$ cat src/rtl/core/pds_pkg.sv
package pds_pkg;

	// field widths fixed by the report format
	localparam int unsigned MOVE_W     = 8;
	localparam int unsigned STAMP_W    = 32;
	localparam int unsigned INTERVAL_W = 16;
	localparam int unsigned THR_W      = 3;
	localparam int unsigned CFG_IDX_W  = 3;

	// register reset values
	localparam logic [INTERVAL_W-1:0] FAST_RESET   = 16'd75;
	localparam logic [INTERVAL_W-1:0] MEDIUM_RESET = 16'd90;
	localparam logic [INTERVAL_W-1:0] PRIOR_RESET  = 16'd50;
	localparam logic [INTERVAL_W-1:0] IDLE_RESET   = 16'd150;
	localparam logic [THR_W-1:0]      THR_RESET    = 3'd1;

	typedef logic signed [MOVE_W-1:0] move_t;

	// configuration register indexes
	typedef enum logic [CFG_IDX_W-1:0] {
		CFG_FAST   = 3'd0,
		CFG_MEDIUM = 3'd1,
		CFG_PRIOR  = 3'd2,
		CFG_IDLE   = 3'd3,
		CFG_OFFSET = 3'd4
	} cfg_reg_t;

	// interval verdict carried from the accept stage to the output stage
	typedef struct packed {
		logic pass;
		logic idle;
	} verdict_t;

endpackage

$ cat src/rtl/core/pds_if.sv
interface pds_in_if;
	logic                                valid;
	logic                                ready;
	logic signed [pds_pkg::MOVE_W-1:0]   move_x;
	logic signed [pds_pkg::MOVE_W-1:0]   move_y;
	logic        [pds_pkg::STAMP_W-1:0]  stamp_ms;

	modport source (output valid, move_x, move_y, stamp_ms, input ready);
	modport sink (input valid, move_x, move_y, stamp_ms, output ready);
endinterface

interface pds_out_if;
	logic                              valid;
	logic                              ready;
	logic signed [pds_pkg::MOVE_W-1:0] out_x;
	logic signed [pds_pkg::MOVE_W-1:0] out_y;
	logic                              idle_zeroed;
	logic                              drift_x;
	logic                              drift_y;

	modport source (output valid, out_x, out_y, idle_zeroed, drift_x, drift_y,
		input ready);
	modport sink (input valid, out_x, out_y, idle_zeroed, drift_x, drift_y,
		output ready);
endinterface

$ cat src/rtl/core/pds_cell.sv
module pds_cell (
	input  logic                        clk,
	input  logic                        arst_n,
	input  logic                        shift,
	input  pds_pkg::move_t              din,
	input  logic [pds_pkg::THR_W-1:0]   thr,
	output pds_pkg::move_t              dout,
	output logic                        in_band
);
	import pds_pkg::*;

	move_t                  tap_q;
	logic  [MOVE_W:0]       mag;

	// one window tap, handed on to the neighbor on every beat
	always_ff @(posedge clk or negedge arst_n) begin
		if (!arst_n) begin
			tap_q <= '0;
		end else if (shift) begin
			tap_q <= din;
		end
	end

	// magnitude against the jitter threshold
	always_comb begin
		if (tap_q[MOVE_W-1]) begin
			mag = (MOVE_W+1)'(0) - {tap_q[MOVE_W-1], tap_q};
		end else begin
			mag = {1'b0, tap_q};
		end
	end

	assign in_band = (mag <= (MOVE_W+1)'(thr));
	assign dout    = tap_q;

endmodule

$ cat src/rtl/core/pds_axis.sv
module pds_axis #(
	parameter int unsigned WINDOW_DEPTH = 10
) (
	input  logic                        clk,
	input  logic                        arst_n,
	input  logic                        shift,
	input  pds_pkg::move_t              din,
	input  logic [pds_pkg::THR_W-1:0]   thr,
	output logic                        drift
);
	import pds_pkg::*;

	localparam int unsigned SUM_W = MOVE_W + $clog2(WINDOW_DEPTH);

	move_t                    taps [WINDOW_DEPTH];
	logic [WINDOW_DEPTH-1:0]  in_band;
	logic signed [SUM_W-1:0]  sum_q;

	// row of cells, newest at the head
	for (genvar i = 0; i < WINDOW_DEPTH; i++) begin : g_cell
		move_t cell_in;
		if (i == 0) begin : g_head
			assign cell_in = din;
		end else begin : g_body
			assign cell_in = taps[i-1];
		end
		pds_cell u_cell (
			.clk     (clk),
			.arst_n  (arst_n),
			.shift   (shift),
			.din     (cell_in),
			.thr     (thr),
			.dout    (taps[i]),
			.in_band (in_band[i])
		);
	end

	// running window sum: add the entering value, drop the leaving one
	always_ff @(posedge clk or negedge arst_n) begin
		if (!arst_n) begin
			sum_q <= '0;
		end else if (shift) begin
			sum_q <= sum_q + SUM_W'(din) - SUM_W'(taps[WINDOW_DEPTH-1]);
		end
	end

	assign drift = (&in_band) && (sum_q != '0);

endmodule

$ cat src/rtl/core/pointer_drift_suppressor_top.sv
// Drift filter for a pointing stick. One report is taken per clock cycle unless the
// input stalls. The accept edge shifts the report into a row of window cells (one cell
// per sample for each axis, with a running sum beside it) and latches the interval
// verdict in stage one, and the output register then takes the result from the
// updated window once it is free or drains. A full output register refills in the
// cycle the sink takes its beat; the input stalls only while stage one and the output
// register are both full and the sink holds off.
// Reports arriving faster than the fast limit, or faster than the medium limit
// after a short prior interval, pass unchanged; a gap above the idle limit zeroes
// both axes; otherwise an axis whose window stays within the offset threshold with
// a nonzero sum is zeroed. Configuration takes effect on the next report and
// should only be written while no report is in flight.
module pointer_drift_suppressor_top #(
	parameter int unsigned WINDOW_DEPTH = 10
) (
	input  logic                                  clk,
	input  logic                                  arst_n,
	input  logic                                  wr_en,
	input  logic [pds_pkg::CFG_IDX_W-1:0]         wr_index,
	input  logic [pds_pkg::INTERVAL_W-1:0]        wr_data,
	pds_in_if.sink                                report,
	pds_out_if.source                             result
);
	import pds_pkg::*;

	logic [INTERVAL_W-1:0] fast_q;
	logic [INTERVAL_W-1:0] medium_q;
	logic [INTERVAL_W-1:0] prior_q;
	logic [INTERVAL_W-1:0] idle_q;
	logic [THR_W-1:0]      thr_q;

	logic [STAMP_W-1:0]    stamp0_q;
	logic [STAMP_W-1:0]    stamp1_q;
	logic [STAMP_W-1:0]    latest;
	logic [STAMP_W-1:0]    previous;

	logic                  accept;
	logic                  advance;
	logic                  valid_s1;
	verdict_t              verdict;
	verdict_t              verdict_s1;
	move_t                 x_s1;
	move_t                 y_s1;
	logic                  drift_x;
	logic                  drift_y;

	logic                  out_valid_q;
	move_t                 out_x_q;
	move_t                 out_y_q;
	logic                  idle_zeroed_q;
	logic                  drift_x_q;
	logic                  drift_y_q;

	// configuration registers
	always_ff @(posedge clk or negedge arst_n) begin
		if (!arst_n) begin
			fast_q   <= FAST_RESET;
			medium_q <= MEDIUM_RESET;
			prior_q  <= PRIOR_RESET;
			idle_q   <= IDLE_RESET;
			thr_q    <= THR_RESET;
		end else if (wr_en) begin
			case (cfg_reg_t'(wr_index))
				CFG_FAST:   fast_q   <= wr_data;
				CFG_MEDIUM: medium_q <= wr_data;
				CFG_PRIOR:  prior_q  <= wr_data;
				CFG_IDLE:   idle_q   <= wr_data;
				CFG_OFFSET: thr_q    <= wr_data[THR_W-1:0];
				default: ;
			endcase
		end
	end

	// handshake: stage one moves on when the output register is free or drains
	assign advance      = valid_s1 && (!out_valid_q || result.ready);
	assign report.ready = !valid_s1 || advance;
	assign accept       = report.valid && report.ready;

	// intervals against the two stored stamps
	assign latest   = report.stamp_ms - stamp0_q;
	assign previous = stamp0_q - stamp1_q;

	always_comb begin
		verdict.pass = (latest < STAMP_W'(fast_q))
			|| ((latest < STAMP_W'(medium_q)) && (previous < STAMP_W'(prior_q)));
		verdict.idle = (latest > STAMP_W'(idle_q));
	end

	// stamp history
	always_ff @(posedge clk or negedge arst_n) begin
		if (!arst_n) begin
			stamp0_q <= '0;
			stamp1_q <= '0;
		end else if (accept) begin
			stamp0_q <= report.stamp_ms;
			stamp1_q <= stamp0_q;
		end
	end

	// movement windows
	pds_axis #(.WINDOW_DEPTH(WINDOW_DEPTH)) u_axis_x (
		.clk    (clk),
		.arst_n (arst_n),
		.shift  (accept),
		.din    (report.move_x),
		.thr    (thr_q),
		.drift  (drift_x)
	);

	pds_axis #(.WINDOW_DEPTH(WINDOW_DEPTH)) u_axis_y (
		.clk    (clk),
		.arst_n (arst_n),
		.shift  (accept),
		.din    (report.move_y),
		.thr    (thr_q),
		.drift  (drift_y)
	);

	// stage one: accepted beat and its interval verdict
	always_ff @(posedge clk or negedge arst_n) begin
		if (!arst_n) begin
			valid_s1 <= 1'b0;
		end else if (accept) begin
			valid_s1 <= 1'b1;
		end else if (advance) begin
			valid_s1 <= 1'b0;
		end
	end

	always_ff @(posedge clk) begin
		if (accept) begin
			verdict_s1 <= verdict;
			x_s1       <= report.move_x;
			y_s1       <= report.move_y;
		end
	end

	// output register
	always_ff @(posedge clk or negedge arst_n) begin
		if (!arst_n) begin
			out_valid_q <= 1'b0;
		end else if (advance) begin
			out_valid_q <= 1'b1;
		end else if (result.ready) begin
			out_valid_q <= 1'b0;
		end
	end

	always_ff @(posedge clk) begin
		if (advance) begin
			if (verdict_s1.pass) begin
				out_x_q       <= x_s1;
				out_y_q       <= y_s1;
				idle_zeroed_q <= 1'b0;
				drift_x_q     <= 1'b0;
				drift_y_q     <= 1'b0;
			end else if (verdict_s1.idle) begin
				out_x_q       <= '0;
				out_y_q       <= '0;
				idle_zeroed_q <= 1'b1;
				drift_x_q     <= 1'b0;
				drift_y_q     <= 1'b0;
			end else begin
				out_x_q       <= drift_x ? move_t'(0) : x_s1;
				out_y_q       <= drift_y ? move_t'(0) : y_s1;
				idle_zeroed_q <= 1'b0;
				drift_x_q     <= drift_x;
				drift_y_q     <= drift_y;
			end
		end
	end

	assign result.valid       = out_valid_q;
	assign result.out_x       = out_x_q;
	assign result.out_y       = out_y_q;
	assign result.idle_zeroed = idle_zeroed_q;
	assign result.drift_x     = drift_x_q;
	assign result.drift_y     = drift_y_q;

endmodule

$ cat src/flat_wrapper.sv
// flat-port wrapper written by rule: the top's interface ports become plain ports
module pointer_drift_suppressor_top_flat import pds_pkg::*;
#(
	parameter int unsigned WINDOW_DEPTH = 10
)
  (clk, arst_n, wr_en, wr_index, wr_data, report_valid, report_move_x, report_move_y, report_stamp_ms, report_ready, result_valid, result_out_x, result_out_y, result_idle_zeroed, result_drift_x, result_drift_y, result_ready);
  pds_in_if report_i ();
  pds_out_if result_i ();
  input  logic clk;
  input  logic arst_n;
  input  logic wr_en;
  input  logic [pds_pkg::CFG_IDX_W-1:0] wr_index;
  input  logic [pds_pkg::INTERVAL_W-1:0] wr_data;
  input wire logic [$bits(report_i.valid)-1:0] report_valid;
  input wire logic [$bits(report_i.move_x)-1:0] report_move_x;
  input wire logic [$bits(report_i.move_y)-1:0] report_move_y;
  input wire logic [$bits(report_i.stamp_ms)-1:0] report_stamp_ms;
  output wire logic [$bits(report_i.ready)-1:0] report_ready;
  output wire logic [$bits(result_i.valid)-1:0] result_valid;
  output wire logic [$bits(result_i.out_x)-1:0] result_out_x;
  output wire logic [$bits(result_i.out_y)-1:0] result_out_y;
  output wire logic [$bits(result_i.idle_zeroed)-1:0] result_idle_zeroed;
  output wire logic [$bits(result_i.drift_x)-1:0] result_drift_x;
  output wire logic [$bits(result_i.drift_y)-1:0] result_drift_y;
  input wire logic [$bits(result_i.ready)-1:0] result_ready;
  assign report_i.valid = report_valid;
  assign report_i.move_x = report_move_x;
  assign report_i.move_y = report_move_y;
  assign report_i.stamp_ms = report_stamp_ms;
  assign report_ready = report_i.ready;
  assign result_valid = result_i.valid;
  assign result_out_x = result_i.out_x;
  assign result_out_y = result_i.out_y;
  assign result_idle_zeroed = result_i.idle_zeroed;
  assign result_drift_x = result_i.drift_x;
  assign result_drift_y = result_i.drift_y;
  assign result_i.ready = result_ready;
  pointer_drift_suppressor_top #(.WINDOW_DEPTH(WINDOW_DEPTH)) u_core (.clk(clk), .arst_n(arst_n), .wr_en(wr_en), .wr_index(wr_index), .wr_data(wr_data), .report(report_i), .result(result_i));
endmodule
$ cat config.mk
export PLATFORM = sky130hd
export DESIGN_NAME = pointer_drift_suppressor_top_flat
export DESIGN_NICKNAME = d
export VERILOG_FILES = /design/src/rtl/core/pds_pkg.sv /design/src/rtl/core/pds_if.sv /design/src/rtl/core/pds_cell.sv /design/src/rtl/core/pds_axis.sv /design/src/rtl/core/pointer_drift_suppressor_top.sv /design/src/flat_wrapper.sv
export SDC_FILE = /design/constraint.sdc
export NUM_CORES = 1
export LEC_CHECK = 0
export BUFFER_PORTS_ARGS = -buffer_cell sky130_fd_sc_hd__clkbuf_2
export CAP_MARGIN = 40
export CORE_MARGIN = 5
export CORE_UTILIZATION = 25
export DETAILED_ROUTE_END_ITERATION = 16
export GPL_ROUTABILITY_DRIVEN = 0
export GPL_TIMING_DRIVEN = 0
export PLACE_DENSITY_LB_ADDON = 0.25
export SYNTH_ARGS = -nofsm -noshare
export SYNTH_HDL_FRONTEND = slang
export SYNTH_SLANG_ARGS = --single-unit
$ cat constraint.sdc
create_clock -name clk -period 6.7 [get_ports clk]
set_clock_uncertainty 0.15 [all_clocks]
set_input_delay 1.34 -clock clk [delete_from_list [all_inputs] [get_ports clk]]
set_output_delay 1.34 -clock clk [all_outputs]
set_load 0.1 [all_outputs]
# Yosys cells after proc, flatten, opt, wreduce, memory -nomap -nowiden
# Index checks and enable logic that the tools add are counted.
# word_totals
register_bits	354
in_bits	72
out_inout_bits	21
elab_cells	148
# classes
addsub	26
order_cmp	24
n_eq_ne	4
n_mux	31
n_reduce_logical	23
# op_table
operator	count
9-bit by 3-bit <= comparator with 1-bit output	20
9-bit two-way mux	20
1-bit by 8-bit subtractor with 9-bit output (first input constant)	20
32-bit by 16-bit < comparator with 1-bit output	3
32-bit subtractor	2
8-bit two-way mux	6
32-bit by 16-bit greater-than comparator with 1-bit output	1
12-bit by 8-bit adder with 12-bit output	2
12-bit nonzero test	2
12-bit by 8-bit subtractor with 12-bit output	2
10-bit AND reduction	2
2-bit AND reduction	5
3-bit by 2-bit equality test with 1-bit output (second input constant)	2
1-bit logical AND	5
1-bit two-way mux	5
2-bit nonzero test	2
3-bit by 1-bit equality test with 1-bit output (second input constant)	1
3-bit equality test (second input constant)	1
3-bit zero test	1
1-bit logical OR	3
1-bit zero test	2
2-bit OR reduction	1

# Logic depth before layout (Yosys ltp)
# Gate-level depths: netlist of the first run.
# logic_depth
word_depth	8
depth_mapped	21
depth_no_buf	21

# Cells and area by module
# Synthesis of the first run repeated with hierarchy kept, for this count alone.
# hier_totals
cells_unflattened	2512
area_unflattened_um2	23648.9
# by_module_without_submodules
module	n_inst	cells_each	area_per_inst_um2	seq_area_each_um2
pointer_drift_suppressor_top	1	1295	11472.3	4459.3
pds_cell	20	45	470.5	200.2
pds_axis (u_core.u_axis_x)	1	165	1423.9	300.3
pds_axis (u_core.u_axis_y)	1	152	1343.8	300.3

# Least setup slack after synthesis of the first run
# No wires, ideal clock.
# synth_timing
kind	input to register
from	in report_stamp_ms[0]
to	reg u_core.verdict_s1[1] in the netlist's numbering (data pin)
setup_ns	0.130
arrival_ns	5.415
t_required_ns	6.420
path_slack_ns	1.005
path_stages	20
cell_sequence	inv_1 ha_1 fa_1 nand2b_1 a21oi_1 o21a_1 nand3_1 o31ai_1 xor2_1 ha_1 a21oi_1 nand2_1 a22oi_1 o2111ai_1 a2111oi_0 o2111ai_1 nand4b_1 or4_1 a2111oi_2 o21a_1
# synth_rtl
item	line	source
from (decl)	flat_wrapper.sv:17	input wire logic [$bits(report_i.stamp_ms)-1:0] report_stamp_ms;
to (signal assigned)	pointer_drift_suppressor_top.sv:132	verdict_s1 <= verdict;
to (decl)	pointer_drift_suppressor_top.sv:41	verdict_t verdict_s1;

==> results of run 1 <==
## synth_stat cells, types with 16 or more instances
cell and count:
sky130_fd_sc_hd__or3_1 20, sky130_fd_sc_hd__inv_1 302, sky130_fd_sc_hd__nor3_1 37, sky130_fd_sc_hd__o21ai_0 297, sky130_fd_sc_hd__a21oi_1 119, sky130_fd_sc_hd__nand4_1 32, sky130_fd_sc_hd__a21o_1 46, sky130_fd_sc_hd__a211oi_1 27
sky130_fd_sc_hd__dfrtp_1 301, sky130_fd_sc_hd__nand2b_1 45, sky130_fd_sc_hd__nor2_1 73, sky130_fd_sc_hd__dfstp_2 16, sky130_fd_sc_hd__ha_1 229, sky130_fd_sc_hd__nor4_1 33, sky130_fd_sc_hd__xnor2_1 79, sky130_fd_sc_hd__and3_1 24
sky130_fd_sc_hd__fa_1 24, sky130_fd_sc_hd__mux2_2 21, sky130_fd_sc_hd__clkbuf_1 81, sky130_fd_sc_hd__xor2_1 26, sky130_fd_sc_hd__edfxtp_1 37, sky130_fd_sc_hd__o31ai_1 18, sky130_fd_sc_hd__o21a_1 21, sky130_fd_sc_hd__nand2_1 593
sky130_fd_sc_hd__nor2b_1 18, sky130_fd_sc_hd__nand3_1 30, sky130_fd_sc_hd__a31oi_1 37
## cells by family (layout without fill, tap and decap cells)
group                      count (synthesis)  after routing  share of synthesized area
and+or+nand+nor                          935            935                     0.1781
other                                      0              1                          0
xor gates and xnor gates                 105            105                    0.03957
buffers and inverters                    398            586                    0.06471
adders and majority gates                253            253                     0.1439
DFF                                      354            354                     0.3900
muxes                                     24             24                    0.01147
AOI/OAI and AO/OA                        668            668                     0.1723
## critical path, stage by stage
cell and delay [ns]:
sky130_fd_sc_hd__clkbuf_2 0.14, sky130_fd_sc_hd__ha_1 0.38, sky130_fd_sc_hd__a2111oi_0 0.71, sky130_fd_sc_hd__nand2b_1 0.28, sky130_fd_sc_hd__nand4_1 0.25, sky130_fd_sc_hd__nand2_1 0.09
sky130_fd_sc_hd__xor2_1 0.48, sky130_fd_sc_hd__ha_1 0.36, sky130_fd_sc_hd__and4_1 0.24, sky130_fd_sc_hd__o211ai_1 0.13, sky130_fd_sc_hd__o2111ai_1 0.28, sky130_fd_sc_hd__a2111oi_1 0.45
sky130_fd_sc_hd__o2111ai_1 0.17, sky130_fd_sc_hd__nand4b_1 0.19, sky130_fd_sc_hd__or4_1 0.43, sky130_fd_sc_hd__a2111oi_2 0.42, sky130_fd_sc_hd__o21a_1 0.23
## layer usage
layer / share of wire / track usage / vias up
met5: 0.00018 / 0 / -
met4: 0.023 / 0.03440 / 2
met3: 0.049 / 0.02662 / 95
met2: 0.46 / 0.2307 / 372
met1: 0.47 / 0.1955 / 9190
li1: - / - / 9704
## how the worst max path moves through the flow
stage	start	end	cells after the start
5_1_grt	report_stamp_ms[0]	u_core.verdict_s1[1]	21
3_3_place_gp	arst_n	u_core.stamp0_q[23]	1
4_1_cts	report_stamp_ms[0]	u_core.verdict_s1[1]	20
3_5_place_dp	report_stamp_ms[0]	u_core.verdict_s1[1]	20
2_1_floorplan	report_stamp_ms[0]	u_core.verdict_s1[1]	20
6_report	report_stamp_ms[6]	u_core.verdict_s1[1]	17
## metrics by stage
stage          setup TNS, ns    util  instances  power (mW)
2_1_floorplan              0       -       2737       6.336
3_3_place_gp        -1074.91  0.2747       4072       7.565
3_5_place_dp         -0.6170  0.2779       4086       7.638
6_report                   0  0.2949       4169       10.17
5_1_grt                    0  0.2949       4168       11.04
4_1_cts                    0  0.2947       4168       10.29
## report_power, final
| part | switching, mW | total (mW) | internal (mW) |
|---|---|---|---|
| registers | 0.432 | 3.07 | 2.64 |
| clock network | 1.02 | 2.57 | 1.55 |
| logic | 2.67 | 4.53 | 1.86 |
| total | 4.12 | 10.2 | 6.05 |
## area by class of cell
| cell class | instances | area, sq um |
|---|---|---|
| Timing Repair Buffer | 106 | 740.7 |
| Tap cell | 1243 | 1555 |
| Clock inverter | 18 | 249.0 |
| Antenna cell | 1 | 2.502 |
| Sequential cell | 354 | 9064 |
| Clock buffer | 64 | 1299 |
| Fill cell | 10010 | 64820 |
| Inverter | 302 | 1134 |
| Buffer | 96 | 371.6 |
| Multi-Input combinational cell | 1985 | 12700 |
## state kept, by name, indices dropped and copies added, names as in the netlist, 12 cells and up
signal                              cells
u_core.fast_q                          16
u_core.stamp0_q                        32
u_core.u_axis_y.g_cell.u_cell.dout     80
u_core.u_axis_x.g_cell.u_cell.dout     80
u_core.u_axis_x.sum_q                  12
u_core.prior_q                         16
u_core.medium_q                        16
u_core.idle_q                          16
u_core.u_axis_y.sum_q                  12
u_core.stamp1_q                        32
==> flow_metrics.env, run 1 <==
export IMPL_outcome="complete, no violations"
export IMPL_clock_sinks=354
export IMPL_layout_cell_area_non_filler_sq_um=27120
export IMPL_slew_at_the_pin_closest_to_its_max_slew_limit_ns=0.8746
export IMPL_totalWireLength_um=71110
export IMPL_synth_cell_types=71
export IMPL_post_route_min_period_ns=6.296
export IMPL_core_rowCount=111
export IMPL_max_clock_freq_ghz=0.1588
export IMPL_vdd_ir_drop_max_v=0.0001778
export IMPL_insertion_delay_ns=0.59
export IMPL_p_leak_nw=12.46
export IMPL_io_pins=93
export IMPL_yosys_most_used_dff="sky130_fd_sc_hd__dfrtp_1"
export IMPL_synth_top_cell_area_share=0.3241
export IMPL_worst_hold_path_num_cells=1
export IMPL_timing_critical_path_required_ns=6.98
export IMPL_numCtsBuffers=45
export IMPL_path_clk_slew_ns=0.06
export IMPL_grt_remaining_overflow=0
export IMPL_via_count=19360
export IMPL_final_report_max_slew_violation_count=0
export IMPL_fin_crit_sh=0.9397
export IMPL_synth_top_cell_by_area="sky130_fd_sc_hd__dfrtp_1"
export IMPL_timing_reg2reg_worst_path_depth=17
export IMPL_tritoncts="done"
export IMPL_io_buffers=92
export IMPL_cts_hold_fix_buffers=0
export IMPL_global_route_usage_total=0.1418
export IMPL_synth_edff_count=37
export IMPL_synth_avg_cell_area_sq_um=8.492
export IMPL_cts_resized=0
export IMPL_fin_nets=3215
export IMPL_drtPass1Iterations=5
export IMPL_synth_area_top_cells="sky130_fd_sc_hd__dfrtp_1 (32%), sky130_fd_sc_hd__ha_1 (12%), sky130_fd_sc_hd__nand2_1 (9.6%)"
export IMPL_remaining_drc_errors=0
export IMPL_antenna_violations_before_repair=4
export IMPL_first_global_vias=19060
export IMPL_most_common_layout_cells="sky130_fd_sc_hd__nand2_1 (593), sky130_fd_sc_hd__inv_1 (302), sky130_fd_sc_hd__dfrtp_1 (301)"
export IMPL_r2r_start="u_core.stamp0_q[6]"
export IMPL_global_route_wire_length_before_repair_um=111900
export IMPL_die_area_sq_um=99170
export IMPL_hold_path_class="reg -> reg"
export IMPL_syn_instance_count=2737
export IMPL_fin_ws_ns=0.4038
export IMPL_crit_arrival_ns=6.58
export IMPL_starting_utilization_of_the_core_area=0.2528
export IMPL_clk_root_buffer_cell="sky130_fd_sc_hd__clkbuf_16"
export IMPL_clock_tree_buffer_depth=3
export IMPL_dieHeight_um=314.9
export IMPL_timing_hold_worst_start="u_core.valid_s1"
export IMPL_rrSetupSlack_ns=0.88
export IMPL_ys_seq_elements=354
export IMPL_netlist_area_sq_um=23240
export IMPL_viasPerCell=4.645
export IMPL_finalSetupViolations=0
export IMPL_core_area_sq_um=91940
export IMPL_crit_type="in -> reg"
export IMPL_layout_commonest_cell="sky130_fd_sc_hd__nand2_1"
export IMPL_place_hpwl_um=54660
export IMPL_area_delta_synth_final_pct=16.67
export IMPL_synth_warning_count=0
export IMPL_detail_route_iter0_violations=1184
export IMPL_slew_headroom=0.4169
export IMPL_p_per_area_nw_per_um2=375.1
export IMPL_wl_per_cell_um=17.06
export IMPL_grt_max_degree=90
export IMPL_setup_crit_end_kind="flip-flop"
export IMPL_ys_async_rst_share=0.8955
export IMPL_hold_viol=0
export IMPL_timing_hold_worst_endpoint="u_core.result.valid"
export IMPL_htree_levels=2
export IMPL_postRouteAntennaNets=0
export IMPL_hold_ws_ns=0.3243
export IMPL_worstReg2RegEnd="u_core.verdict_s1[1]"
export IMPL_drv_max_cap_violation_count=0
export IMPL_dieWidth_um=314.9
export IMPL_place_ws_ns=-0.6170
export IMPL_post_cts_repair_setup_buffers=0
export IMPL_synth_seq_area_share=0.3900
export IMPL_layout_drive_gt1_share=0.08034
export IMPL_grt_setup_unrepaired="false"
export IMPL_synthesis_nets=3062
export IMPL_place_area_sq_um=25550
export IMPL_largest_fanout_on_the_critical_path=5
export IMPL_worstSetupStartpointType="input port"
(Power assumes the default switching activity.)
==> inputs of run 2 (changes only) <==
--- a/config.mk
+++ b/config.mk
@@ -13,6 +13,7 @@
 export GPL_ROUTABILITY_DRIVEN = 0
 export GPL_TIMING_DRIVEN = 0
 export PLACE_DENSITY_LB_ADDON = 0.25
+export RECOVER_POWER = 50
 export SYNTH_ARGS = -nofsm -noshare
 export SYNTH_HDL_FRONTEND = slang
 export SYNTH_SLANG_ARGS = --single-unit
==> flow_metrics.env, run 2 (synthesis gave the netlist of run 1 again) <==
export IMPL_ff_latch_area_sq_um=9064
export IMPL_layout_cell_area_non_filler_sq_um=27060
export IMPL_first_global_vias=19060
export IMPL_worstReg2RegEnd="u_core.verdict_s1[1]"
export IMPL_outcome="complete, but fails checks"
export IMPL_drv_max_cap_violation_count=1
export IMPL_vdd_ir_drop_max_v=0.0001777
export IMPL_postRouteAntennaNets=0
export IMPL_core_area_sq_um=91940
export IMPL_failed_checks="capacitance limit, slew limit"
export IMPL_die_area_sq_um=99170
export IMPL_multi_input_area_sq_um=12700
export IMPL_viasPerCell=4.645
export IMPL_grt_setup_unrepaired="false"
export IMPL_timing_critical_path_required_ns=6.98
export IMPL_grt_remaining_overflow=0
export IMPL_layout_drive_gt1_share=0.07385
export IMPL_clkPwrFrac=0.252
export IMPL_drtPass1Iterations=5
export IMPL_totalWireLength_um=71120
export IMPL_setup_crit_end_kind="flip-flop"
export IMPL_p_sw_mw=4.121
export IMPL_worstSetupStartpointType="input port"
export IMPL_antenna_violations_before_repair=4
export IMPL_timing_hold_worst_endpoint="u_core.result.valid"
export IMPL_cell_internal_pwr_mw=6.051
export IMPL_tritoncts="done"
export IMPL_remaining_drc_errors=0
export IMPL_htree_levels=2
export IMPL_fin_crit_sh=0.9402
export IMPL_most_common_layout_cells="sky130_fd_sc_hd__nand2_1 (593), sky130_fd_sc_hd__inv_1 (302), sky130_fd_sc_hd__dfrtp_1 (301)"
export IMPL_place_inst=4086
export IMPL_combinational_power_share=0.445
export IMPL_crit_type="in -> reg"
export IMPL_dieHeight_um=314.9
export IMPL_clock_sinks=354
export IMPL_path_clk_slew_ns=0.06
export IMPL_p_leak_nw=12.39
export IMPL_hold_path_class="reg -> reg"
export IMPL_io_buffers=92
export IMPL_global_route_wire_length_before_repair_um=111900
export IMPL_starting_utilization_of_the_core_area=0.2528
export IMPL_area_delta_synth_final_pct=16.43
export IMPL_place_hpwl_um=54660
export IMPL_post_cts_repair_setup_buffers=0
export IMPL_finalSetupViolations=0
export IMPL_insertion_delay_ns=0.59
export IMPL_wl_per_cell_um=17.06
export IMPL_slew_headroom=-2.078
export IMPL_global_route_usage_total=0.1418
export IMPL_crit_arrival_ns=6.58
export IMPL_clk_root_buffer_cell="sky130_fd_sc_hd__clkbuf_16"
export IMPL_layout_commonest_cell="sky130_fd_sc_hd__nand2_1"
export IMPL_largest_fanout_on_the_critical_path=4
export IMPL_detail_route_iter0_violations=1098
export IMPL_rrSetupSlack_ns=0.90
export IMPL_io_pins=93
export IMPL_numCtsBuffers=45
export IMPL_n_fill_cell=10010
export IMPL_final_report_max_slew_violation_count=72
export IMPL_netSwitchingFraction=0.4051
export IMPL_fin_nets=3215
export IMPL_p_per_area_nw_per_um2=375.9
export IMPL_sequentialPowerShare=0.302
export IMPL_timing_reg2reg_worst_path_depth=17
export IMPL_place_area_sq_um=25550
export IMPL_worst_hold_path_num_cells=1
export IMPL_hold_viol=0
export IMPL_r2r_start="u_core.stamp0_q[6]"
export IMPL_grt_max_degree=90
export IMPL_timing_hold_worst_start="u_core.valid_s1"
export IMPL_max_clock_freq_ghz=0.1588
export IMPL_post_route_min_period_ns=6.299
export IMPL_dieWidth_um=314.9
export IMPL_slew_at_the_pin_closest_to_its_max_slew_limit_ns=4.618
export IMPL_via_count=19370
export IMPL_core_rowCount=111
export IMPL_clock_tree_buffer_depth=3
export IMPL_final_cells=4169
export IMPL_hold_ws_ns=0.3257
## run 2: changes by cell type in the layout (fill, tap and decap cells not counted)
| cell | before | now |
|---|---|---|
| sky130_fd_sc_hd__clkbuf_8 | 9 | 8 |
| sky130_fd_sc_hd__and2_1 | 2 | 1 |
| sky130_fd_sc_hd__and2_0 | 0 | 1 |
| sky130_fd_sc_hd__clkbuf_2 | 92 | 75 |
| sky130_fd_sc_hd__clkbuf_1 | 90 | 109 |
| sky130_fd_sc_hd__buf_16 | 6 | 5 |
## run 2: worst max path at each step
stage                                   from                    to  slack (ns)  depth (start not counted)
after floorplan           report_stamp_ms[0]  u_core.verdict_s1[1]        1.00                         20
after global routing      report_stamp_ms[0]  u_core.verdict_s1[1]        0.03                         21
after global placement                arst_n   u_core.stamp0_q[23]       -3.56                          1
final                     report_stamp_ms[0]  u_core.verdict_s1[1]        0.40                         20
after CTS                 report_stamp_ms[0]  u_core.verdict_s1[1]       0.004                         20
after detailed placement  report_stamp_ms[0]  u_core.verdict_s1[1]       -0.62                         20
## run 2: metal layers
layer / wire length (um) / up-vias / GRT usage
met4: 1642 / 2 / 0.03440
met2: 32490 / 362 / 0.2307
met3: 3424 / 97 / 0.02662
li1: - / 9712 / -
met1: 33540 / 9194 / 0.1955
met5: 13 / - / 0
## run 2: layout make-up
| type | instances | area share |
|---|---|---|
| Antenna cell | 1 | 0.00009247 |
| Buffer | 96 | 0.01373 |
| Clock buffer | 64 | 0.04799 |
| Clock inverter | 18 | 0.009201 |
| Inverter | 302 | 0.04189 |
| Multi-Input combinational cell | 1985 | 0.4693 |
| Sequential cell | 354 | 0.3349 |
| Tap cell | 1243 | 0.05747 |
| Timing Repair Buffer | 106 | 0.02534 |
## run 2: power groups by stage
| stage | Sequential, mW | Combinational [mW] | Clock (mW) |
|---|---|---|---|
| global route | 3.14 | 5.18 | 2.72 |
| CTS | 3.07 | 4.57 | 2.65 |
| floorplan | 3.02 | 3.32 | 0 |
| finish | 3.07 | 4.53 | 2.57 |
| detailed placement | 3.11 | 4.53 | 0 |
| global placement | 3.11 | 4.45 | 0 |
## run 2: worst max-delay path: stages
cell,delay [ns]
sky130_fd_sc_hd__clkbuf_2,0.19
sky130_fd_sc_hd__inv_1,0.07
sky130_fd_sc_hd__ha_1,0.23
sky130_fd_sc_hd__fa_1,0.40
sky130_fd_sc_hd__nand2b_1,0.22
sky130_fd_sc_hd__a21oi_4,0.26
sky130_fd_sc_hd__o21a_1,0.20
sky130_fd_sc_hd__nand3_1,0.15
sky130_fd_sc_hd__o31ai_1,0.40
sky130_fd_sc_hd__xor2_2,0.28
sky130_fd_sc_hd__ha_1,0.31
sky130_fd_sc_hd__and4_1,0.23
sky130_fd_sc_hd__o211ai_1,0.13
sky130_fd_sc_hd__o2111ai_1,0.28
sky130_fd_sc_hd__a2111oi_1,0.45
sky130_fd_sc_hd__o2111ai_1,0.17
sky130_fd_sc_hd__nand4b_1,0.19
sky130_fd_sc_hd__or4_1,0.43
sky130_fd_sc_hd__a2111oi_2,0.42
sky130_fd_sc_hd__o21a_1,0.23
## run 2: repair_timing
action / in CTS / in global routing
resized for setup: 0 / 4
hold buffers: 0 / 0
setup endpoints to repair: 0 / 1
## run 2: through the flow
stage          power [mW]  setup WS (ns)  setup TNS [ns]    util
5_1_grt             11.04        0.02638               0  0.2943
2_1_floorplan       6.336          1.005               0       -
3_3_place_gp        7.565         -3.560        -1074.91  0.2747
3_5_place_dp        7.638        -0.6170         -0.6170  0.2779
4_1_cts             10.29       0.003696               0  0.2947
6_report            10.17         0.4009               0  0.2943
